--- src/hdl/sorted_array_priority_queue_macros.svh ---
// Assertion macros for the sorted-array priority queue.
// Used by the top level only; they expect signals named clk and rst_n in scope.
`ifndef SORTED_ARRAY_PRIORITY_QUEUE_MACROS_SVH
`define SORTED_ARRAY_PRIORITY_QUEUE_MACROS_SVH

`ifndef ASSERT_OFF
`define SAPQ_ASSERT_HOLD(label, cond) \
    label: assert property (@(posedge clk) disable iff (!rst_n) (cond)) \
        else $error("sapq: invariant violated");
`define SAPQ_ASSERT_NEXT(label, ante, cons) \
    label: assert property (@(posedge clk) disable iff (!rst_n) (ante) |=> (cons)) \
        else $error("sapq: sequence violated");
`define SAPQ_ASSERT_IMPL(label, ante, cons) \
    label: assert property (@(posedge clk) disable iff (!rst_n) (ante) |-> (cons)) \
        else $error("sapq: implication violated");
`else
`define SAPQ_ASSERT_HOLD(label, cond)
`define SAPQ_ASSERT_NEXT(label, ante, cons)
`define SAPQ_ASSERT_IMPL(label, ante, cons)
`endif

`endif

--- src/hdl/sapq_pkg.sv ---
// Shared types and constants for the sorted-array priority queue.
// No dependencies; imported by the cell and the top level.
package sapq_pkg;

    localparam int DEFAULT_QUEUE_DEPTH = 16;
    localparam int VALUE_W             = 32;
    localparam int STATUS_W            = 2;

    typedef enum logic
    {
        CMD_ENQ = 1'b0,
        CMD_DEQ = 1'b1
    } command_t;

    typedef enum logic [STATUS_W-1:0]
    {
        ST_ENQ   = 2'd0,
        ST_FULL  = 2'd1,
        ST_DEQ   = 2'd2,
        ST_EMPTY = 2'd3
    } status_t;

    // Per-cell position flags, decoded from head and tail by the top level.
    typedef struct packed
    {
        logic live;     // cell holds a queued entry
        logic in_range; // cell may take part in an insert (head .. tail+1)
        logic first;    // cell is the head slot
        logic last;     // cell is the slot just above the tail
    } cell_ctl_t;

endpackage

--- src/hdl/sapq_cell.sv ---
// One slot of the sorted array: holds an entry, compares it with the
// incoming value and passes its entry to the next cell up on an insert. Uses sapq_pkg.
module sapq_cell
(
    input  logic                                clk,
    input  sapq_pkg::cell_ctl_t                 ctl,
    input  logic                                write_en,
    input  logic signed [sapq_pkg::VALUE_W-1:0] value,
    input  logic signed [sapq_pkg::VALUE_W-1:0] left_slot,
    input  logic                                left_gt,
    output logic signed [sapq_pkg::VALUE_W-1:0] slot,
    output logic                                gt
);
    import sapq_pkg::*;

    logic signed [VALUE_W-1:0] slot_reg;
    logic signed [VALUE_W-1:0] slot_next;
    logic                      take_value;

    // The live entries are sorted, so gt is set on a contiguous run up to the tail.
    assign gt = ctl.live & (value < slot_reg);

    // The new item lands at the lowest slot of the run, or just above the tail.
    assign take_value = ctl.in_range & (ctl.first | ~left_gt) & (ctl.last | gt);

    always_comb
    begin
        priority if (left_gt)
        begin
            slot_next = left_slot;
        end
        else if (take_value)
        begin
            slot_next = value;
        end
        else
        begin
            slot_next = slot_reg;
        end
    end

    always_ff @(posedge clk)
    begin
        if (write_en)
        begin
            slot_reg <= slot_next;
        end
    end

    assign slot = slot_reg;

endmodule

--- src/hdl/sorted_array_priority_queue.sv ---
// Top level of the sorted-array priority queue: head/tail control and the cell row.
// Depends on sapq_pkg, sapq_cell and sorted_array_priority_queue_macros.svh.
//
//   channel   handshake        payload
//   command   start / busy     command, value
//   result    done (strobe)    status, out_value
//
// Every item is completed at its accepting edge: an insert updates all cells in
// parallel, where the critical path is one 32-bit compare per cell and the select
// against its neighbour. The result strobe follows in the next cycle.
// busy is never raised, so an item may be given in every cycle, and the receiver
// cannot stall. Reset empties the queue: head and tail go to zero and the empty
// flag is set; slot contents stay undefined until written.
`include "sorted_array_priority_queue_macros.svh"

module sorted_array_priority_queue
#(
    parameter int QUEUE_DEPTH = sapq_pkg::DEFAULT_QUEUE_DEPTH
)
(
    input  logic                                 clk,
    input  logic                                 rst_n,
    input  logic                                 start,
    output logic                                 busy,
    input  logic                                 command,
    input  logic signed [sapq_pkg::VALUE_W-1:0]  value,
    output logic                                 done,
    output logic        [sapq_pkg::STATUS_W-1:0] status,
    output logic signed [sapq_pkg::VALUE_W-1:0]  out_value
);
    import sapq_pkg::*;

    localparam int IDX_W = (QUEUE_DEPTH > 1) ? $clog2(QUEUE_DEPTH) : 1;

    logic [IDX_W-1:0]          head_reg, head_next;
    logic [IDX_W-1:0]          tail_reg, tail_next;
    logic                      empty_reg, empty_next;
    logic                      done_reg;
    status_t                   status_reg, status_next;
    logic signed [VALUE_W-1:0] out_value_reg, out_value_next;

    logic                      accept;
    logic                      full;
    logic                      cell_we;
    logic [IDX_W:0]            tail_plus;
    logic signed [VALUE_W-1:0] head_entry;

    cell_ctl_t                 ctl     [QUEUE_DEPTH];
    logic signed [VALUE_W-1:0] slots   [QUEUE_DEPTH];
    logic                      gts     [QUEUE_DEPTH];
    logic signed [VALUE_W-1:0] gated   [QUEUE_DEPTH];

    assign busy      = 1'b0;
    assign accept    = start & ~busy;
    assign full      = ~empty_reg & (tail_reg == IDX_W'(QUEUE_DEPTH - 1));
    assign tail_plus = {1'b0, tail_reg} + (IDX_W+1)'(1);
    assign cell_we   = accept & (command == CMD_ENQ) & ~full;

    // Position flags for each cell. While empty, head and tail sit at slot zero.
    genvar gi;
    generate
        for (gi = 0; gi < QUEUE_DEPTH; gi++)
        begin : g_cells
            logic head_le, le_tail, le_tail_plus;

            assign head_le      = head_reg <= IDX_W'(gi);
            assign le_tail      = IDX_W'(gi) <= tail_reg;
            assign le_tail_plus = (IDX_W+1)'(gi) <= tail_plus;

            assign ctl[gi].live     = ~empty_reg & head_le & le_tail;
            assign ctl[gi].first    = head_reg == IDX_W'(gi);
            assign ctl[gi].last     = empty_reg ? (gi == 0)
                                                : ((IDX_W+1)'(gi) == tail_plus);
            assign ctl[gi].in_range = empty_reg ? (gi == 0)
                                                : (head_le & le_tail_plus);

            assign gated[gi] = ctl[gi].first ? slots[gi] : '0;

            if (gi == 0)
            begin : g_bottom
                sapq_cell u_cell
                (
                    .clk       (clk),
                    .ctl       (ctl[gi]),
                    .write_en  (cell_we),
                    .value     (value),
                    .left_slot ('0),
                    .left_gt   (1'b0),
                    .slot      (slots[gi]),
                    .gt        (gts[gi])
                );
            end
            else
            begin : g_upper
                sapq_cell u_cell
                (
                    .clk       (clk),
                    .ctl       (ctl[gi]),
                    .write_en  (cell_we),
                    .value     (value),
                    .left_slot (slots[gi-1]),
                    .left_gt   (gts[gi-1]),
                    .slot      (slots[gi]),
                    .gt        (gts[gi])
                );
            end
        end
    endgenerate

    // Only the head cell passes its entry, so an OR across the row selects it.
    always_comb
    begin
        head_entry = '0;
        for (int i = 0; i < QUEUE_DEPTH; i++)
        begin
            head_entry = head_entry | gated[i];
        end
    end

    always_comb
    begin
        head_next      = head_reg;
        tail_next      = tail_reg;
        empty_next     = empty_reg;
        status_next    = status_reg;
        out_value_next = '0;
        if (accept)
        begin
            unique case (command_t'(command))
                CMD_ENQ:
                begin
                    priority if (empty_reg)
                    begin
                        head_next   = '0;
                        tail_next   = '0;
                        empty_next  = 1'b0;
                        status_next = ST_ENQ;
                    end
                    else if (full)
                    begin
                        status_next = ST_FULL;
                    end
                    else
                    begin
                        tail_next   = tail_plus[IDX_W-1:0];
                        status_next = ST_ENQ;
                    end
                end
                CMD_DEQ:
                begin
                    priority if (empty_reg)
                    begin
                        status_next = ST_EMPTY;
                    end
                    else if (head_reg == tail_reg)
                    begin
                        head_next      = '0;
                        tail_next      = '0;
                        empty_next     = 1'b1;
                        status_next    = ST_DEQ;
                        out_value_next = head_entry;
                    end
                    else
                    begin
                        head_next      = head_reg + IDX_W'(1);
                        status_next    = ST_DEQ;
                        out_value_next = head_entry;
                    end
                end
                default:
                begin
                    status_next = ST_EMPTY;
                end
            endcase
        end
    end

    always_ff @(posedge clk or negedge rst_n)
    begin
        if (!rst_n)
        begin
            head_reg  <= '0;
            tail_reg  <= '0;
            empty_reg <= 1'b1;
            done_reg  <= 1'b0;
        end
        else
        begin
            head_reg  <= head_next;
            tail_reg  <= tail_next;
            empty_reg <= empty_next;
            done_reg  <= accept;
        end
    end

    always_ff @(posedge clk)
    begin
        if (accept)
        begin
            status_reg    <= status_next;
            out_value_reg <= out_value_next;
        end
    end

    assign done      = done_reg;
    assign status    = status_reg;
    assign out_value = out_value_reg;

    `SAPQ_ASSERT_NEXT(a_one_result_per_item, accept, done)
    `SAPQ_ASSERT_HOLD(a_empty_resets_indices, !empty_reg || (head_reg == '0 && tail_reg == '0))
    `SAPQ_ASSERT_HOLD(a_head_not_past_tail, head_reg <= tail_reg)
    `SAPQ_ASSERT_IMPL(a_value_only_on_dequeue, done && status != ST_DEQ, out_value == '0)

endmodule
--- config.mk ---
export PLATFORM = sky130hd
export DESIGN_NAME = sorted_array_priority_queue
export DESIGN_NICKNAME = d
export VERILOG_FILES = /design/src/hdl/sapq_pkg.sv /design/src/hdl/sapq_cell.sv /design/src/hdl/sorted_array_priority_queue.sv
export VERILOG_INCLUDE_DIRS = /design/src /design/src/hdl
export SDC_FILE = /design/constraint.sdc
export NUM_CORES = 2
export LEC_CHECK = 0
export BUFFER_PORTS_ARGS = -buffer_cell sky130_fd_sc_hd__buf_2
export CAP_MARGIN = 20
export CORE_ASPECT_RATIO = 0.9
export CORE_UTILIZATION = 30
export DETAILED_ROUTE_END_ITERATION = 10
export PLACE_DENSITY_LB_ADDON = 0.08
export RECOVER_POWER = 25
export SYNTH_ARGS = -nofsm -noshare
export SYNTH_HDL_FRONTEND = slang
export SYNTH_SLANG_ARGS = --single-unit
--- constraint.sdc ---
create_clock -name clk -period 6.9 [get_ports clk]
set_input_delay 0.69 -clock clk [delete_from_list [all_inputs] [get_ports clk]]
set_output_delay 0.69 -clock clk [all_outputs]
set_load 0.02 [all_outputs]
Yosys cells after proc, flatten, opt, wreduce, memory -nomap -nowiden --
Index checks and enable logic that the tools add are counted.
Storage, ports and cells: register bits after elaboration 556, latch bits 0, memory bits (writable) 0, memory bits (read-only) 0, output and inout bits 36, memories 0
Cells by class: $add $sub $neg 2, multipliers 0, div/mod/pow operators 0, magnitude comparators 64, equal/unequal tests 36, shift operators 0, muxes and demuxes 94, bitwise logic cells 162, reductions and logical operators 36
Operator list (count):
- 2-to-1 mux 32 bit | 46
- < comparator 32 bit | 16
- bitwise OR 32 bit | 15
- bitwise AND 1 bit | 98
- equality test 4 x 5 -> 1 bit, first input constant | 8
- less-or-equal comparator 4 x 5 -> 1 bit, first input constant | 8
- 2-to-1 mux 1 bit | 37
- equality test 4 bit, second input constant | 9
- less-or-equal comparator 4 bit, first input constant | 8
- less-or-equal comparator 4 bit, second input constant | 8
- AND reduction 2 bit | 16
- bitwise OR 1 bit | 31
- nonzero test 2 bit | 15
- 2-to-1 mux 4 bit | 7
- equality test 3 x 5 -> 1 bit, first input constant | 4
- less-or-equal comparator 3 x 5 -> 1 bit, first input constant | 4
- NOT 1 bit | 18
- equality test 4 x 3 -> 1 bit, second input constant | 4
- less-or-equal comparator 3 x 4 -> 1 bit, first input constant | 4
- less-or-equal comparator 4 x 3 -> 1 bit, second input constant | 4
- case mux 4 bit (2 select lines) | 2
- equality test 2 x 5 -> 1 bit, first input constant | 2
- less-or-equal comparator 1 x 5 -> 1 bit, first input constant | 2
- less-or-equal comparator 2 x 5 -> 1 bit, first input constant | 2
- 20 further kinds | 26

Longest topological paths before layout --
word-level depth 17, depth in mapped cells 13

Hierarchy --
Synthesis repeated with hierarchy kept, for this count alone.
Unflattened totals: cells, all modules 3879, area, all modules 41489.8 um^2
Modules (own cells, without submodules):
- sapq_cell | times used 16, cells each 185, area each 2163.3 um^2, sequential area each 960.9 um^2
- sorted_array_priority_queue | times used 1, cells each 919, area each 6876.6 um^2, sequential area each 1272.5 um^2

Least setup slack after synthesis --
No wires, ideal clock.
kind in2reg, start input port value[0] (netlist bit), end register g_cells[10].g_upper.u_cell.slot_reg[0] (enable), setup time 0.470 ns, data arrival time 4.943 ns, required time 6.430 ns, path slack 1.487 ns, cell stages on the path 10, buffers on the path 2, path through clkbuf_1 nand2b_1 a2111oi_0 nor3_1 nor4_1 o22ai_1 o2111ai_1 nand3_1 clkbuf_1 o31ai_1
On the way: cells in the longest elaborated chain, start to end 8
Ends and longest elaborated chain:
- start: declaration | line sorted_array_priority_queue.sv:26 | input logic signed [sapq_pkg::VALUE_W-1:0] value,
- < comparator 32 bit | line sapq_cell.sv:21 | assign gt = ctl.live & (value < slot_reg);
- bitwise AND 1 bit | line sapq_cell.sv:21
- NOT 1 bit | line sapq_cell.sv:24 | assign take_value = ctl.in_range & (ctl.first | ~left_gt) & (ctl.last | gt);
- bitwise OR 1 bit | line sapq_cell.sv:24
- bitwise AND 1 bit (2 in series) | line sapq_cell.sv:24
- nonzero test 2 bit (no source line) (*)
- AND reduction 2 bit (no source line) (*)
- end signal: assignment | line sapq_cell.sv:46 | slot_reg <= slot_next;
- end: declaration | line sapq_cell.sv:16 | logic signed [VALUE_W-1:0] slot_reg;
Mark *: on every way between the ends. The rest lies on a longest branch, timed or not. A chain may end at the register's enable or synchronous reset.

Worst setup path in the final report --
start input port value[7] (netlist bit), end register g_cells[11].g_upper.u_cell.slot_reg[11] (data pin)
On the way: cells in the longest elaborated chain, start to end 3
Ends and longest elaborated chain:
- < comparator 32 bit | line sapq_cell.sv:21
- bitwise AND 1 bit | line sapq_cell.sv:21
- 2-to-1 mux 32 bit | line sapq_cell.sv:28 | priority if (left_gt)
- named net g_cells[11].g_upper.u_cell.slot_next[11] | line sapq_cell.sv:17 | logic signed [VALUE_W-1:0] slot_next;
- end signal: assignment | line sapq_cell.sv:46
- end: declaration | line sapq_cell.sv:16
The timed path passes the listed nets, and every way through them passes these cells.

==> impl_metrics.env <==
export IMPL_status="finished, violations left"
export IMPL_violations="max-capacitance violations, max-slew violations"
export IMPL_crit_path_start="value[7]"
export IMPL_cts_tree="yes"
export IMPL_power_total_mw=16.4
export IMPL_htreeDepth=3
export IMPL_clk_pin_slew_ns=0.06
export IMPL_seq_area_frac_synth=0.413
export IMPL_crit_type="input port to flip-flop"
export IMPL_ir_drop_uv=278
export IMPL_maxCapViolCount=16
export IMPL_setup_viol=0
export IMPL_initial_core_util=0.303
export IMPL_die_w_um=389
export IMPL_ys_types=73
export IMPL_cts_hold_buffers=1
export IMPL_muxShareOfSynthArea=0.0854
export IMPL_n_fill_cell=13400
export IMPL_finalCritPeriodShare=0.887
export IMPL_relSlewSlack=-1.40
export IMPL_grt_start_max_net_pins=71
export IMPL_grt_pass1_wl_mm=261
export IMPL_async_flop_share=0.0180
export IMPL_io_pin_count=72
export IMPL_wirelength_mm=190
export IMPL_register_area_um2=16600
export IMPL_yosys_area_share_simple=0.0958
export IMPL_clock_sinks=556
export IMPL_portBuffers=70
export IMPL_post_cts_buffers=0
export IMPL_cts_buffer_depth=3
export IMPL_synth_top_family_by_area="compound AO/OA/AOI/OAI gates"
export IMPL_power_density_nw_per_um2=360
export IMPL_fin_nets=4466
export IMPL_worst_ep_required_time_ns=7.32
export IMPL_synth_main_ff_cell="edfxtp_1"
export IMPL_vias=33400
export IMPL_syn_to_final_growth_pct=12.6
export IMPL_fin_crit_ns=6.12
export IMPL_cp_end_kind="flip-flop"
export IMPL_synth_fa_ha_area_frac=0.148
export IMPL_dp_hpwl_mm=132
export IMPL_largest_register_ff_count=480
export IMPL_r2r_start="head_reg[2]"
export IMPL_syn_mean_instance_area_um2=10.2
export IMPL_die_h_um=350
export IMPL_drtPass1Iterations=5
export IMPL_startpoint_type="input port"
export IMPL_cts_resized=0
export IMPL_cts_root_buf="clkbuf_16"
export IMPL_synth_xor_area_frac=0.00152
export IMPL_ys_warn_count=0
export IMPL_finalSetupTns_ns=0
export IMPL_cts_buffers=76
export IMPL_synth_edf_count=546
export IMPL_wl_per_cell_um=33.0
export IMPL_syn_inst=3943
export IMPL_ys_seq_elements=556
export IMPL_timing_hold_ws_ns=0.480
export IMPL_drc=0
export IMPL_leakage_nw=18.4
export IMPL_fin_worst_skew_ns=0.0417
export IMPL_hp_start="value[0]"
export IMPL_final_max_slew_viol_count=451
export IMPL_worstSkewPairLatency_ns=0.69
export IMPL_syn_cell_area_um2=40400
export IMPL_worstHoldPathType="input port to flip-flop"
export IMPL_setup_ws_ns=0.780
export IMPL_clock_fmax_ghz=0.163
export IMPL_drt_iter0_markers=3671
export IMPL_hold_viol=0
export IMPL_preCtsSetupSlack_ns=0.862
export IMPL_vias_per_cell=5.81
export IMPL_core_area_um2=133000
export IMPL_dieArea_um2=136000
export IMPL_synth_compound_area_share=0.185
export IMPL_antenna_found_initial=3
export IMPL_tightestPinTransition_ns=3.59
export IMPL_track_usage=0.274
export IMPL_syn_num_nets=4456
export IMPL_place_gp_congestion=0.911
export IMPL_drive_gt1_frac=0.149
export IMPL_rsz0062_at_grt="false"
export IMPL_worstPathArrival_ns=6.54
export IMPL_grt_pass1_vias=31300
export IMPL_critPathMaxFanout=35
export IMPL_multi_input_area_um2=21200
export IMPL_row_count=127
export IMPL_overflow=0
export IMPL_ant_nets=0
-- cells in the final DEF (no fill, tap or decap), drive strengths merged, types with 9 or more instances in the layout --
cell type,instances
a221oi,60
nand2,233
nand4,105
o21ai,249
buf,116
a211oi,27
edfxtp,546
nor4,13
nor3,63
clkinv,34
clkbuf,174
and4,19
a21o,92
nand2b,28
a22oi,165
dfrtp,9
nor2,108
a22o,50
o41ai,32
a2111oi,15
o221a,30
nor3b,35
o21a,49
o211ai,50
nand3,112
a31oi,41
ha,477
mux2,291
o2111ai,10
nor2b,14
inv,490
a21oi,169
-- synthesized netlist by cell type (27+ instances only) --
cell type	number	area share
nand4_1	105	0.016
edfxtp_1	546	0.41
ha_1	477	0.15
clkbuf_1	215	0.020
a21o_1	92	0.017
a221oi_1	60	0.013
o211ai_1	50	0.0093
mux2_2	262	0.073
o21ai_0	247	0.031
a31oi_1	41	0.0064
a211oi_1	27	0.0050
nand2b_1	28	0.0043
a22oi_1	165	0.031
nor3b_1	35	0.0065
nand2_1	233	0.022
nand3_1	112	0.014
o21a_1	49	0.0091
mux2_4	29	0.011
inv_1	486	0.045
nor3_1	62	0.0077
o41ai_1	32	0.0069
nor2_1	108	0.010
o221a_2	30	0.0084
a22o_1	50	0.011
a21oi_1	169	0.021
-- power by group --
| group | switching (mW) | internal, mW |
|---|---|---|
| registers | 0.662 | 4.80 |
| logic | 4.62 | 2.37 |
| clock network | 1.69 | 2.22 |
-- cell families after synthesis --
logic type      after synthesis
compound gates             1088
simple gates                768
buf+inv                     749
flops                       556
fa+ha+maj                   477
mux                         297
xor+xnor                      7
other cells                   1
-- layout make-up --
cell class              instances  share of cell area
repair buffers                194              0.0263
diodes                          1           0.0000551
inverters                     487              0.0402
clock buffers                  97              0.0445
flip-flops and latches        556               0.366
multi-input cells            2638               0.468
clock inverters                41             0.00680
well taps                    1741              0.0479
-- critical path, stage by stage --
cell       delay [ns]
clkbuf_1         1.31
ha_1             0.38
nand4_1          0.24
nor3_1           0.63
nor4_1           0.21
o22ai_1          0.48
o2111ai_1        0.24
clkbuf_1         0.27
nand3_1          0.31
clkbuf_1         1.28
mux2_2           0.44
-- path summary, 6_finish.rpt --
check                      slack [ns]  depth (start not counted)                             endpoint
hold / removal                   0.48                          2   g_cells[13].g_upper.u_cell.slot[0]
setup / recovery                 0.78                         11  g_cells[11].g_upper.u_cell.slot[11]
min in group asynchronous        0.56                          2                                 done
hold reg to reg                  0.62                          1  g_cells[11].g_upper.u_cell.slot[29]
max in group asynchronous        5.92                          2                          tail_reg[2]
setup reg to reg                 1.43                          7                        out_value[22]
-- per-stage QoR --
| stage | std cells | area, µm² | utilization |
|---|---|---|---|
| floorplan | 3943 | 40400 | - |
| global placement | 5613 | 43200 | 0.324 |
| detailed placement | 5615 | 43300 | 0.324 |
| CTS | 5754 | 45600 | 0.342 |
| global route | 5754 | 45400 | 0.341 |
| finish | 5755 | 45400 | 0.341 |
-- metal layers --
| layer | GRT usage | routed length, µm | vias to the layer above |
|---|---|---|---|
| met1 | 0.412 | 92400 | 16900 |
| met3 | 0.0441 | 13400 | 211 |
| li1 | - | - | 14900 |
| met4 | 0.0529 | 3420 | 2 |
| met5 | 0 | 13 | - |
| met2 | 0.410 | 80900 | 1400 |
(Power assumes the default switching activity.)
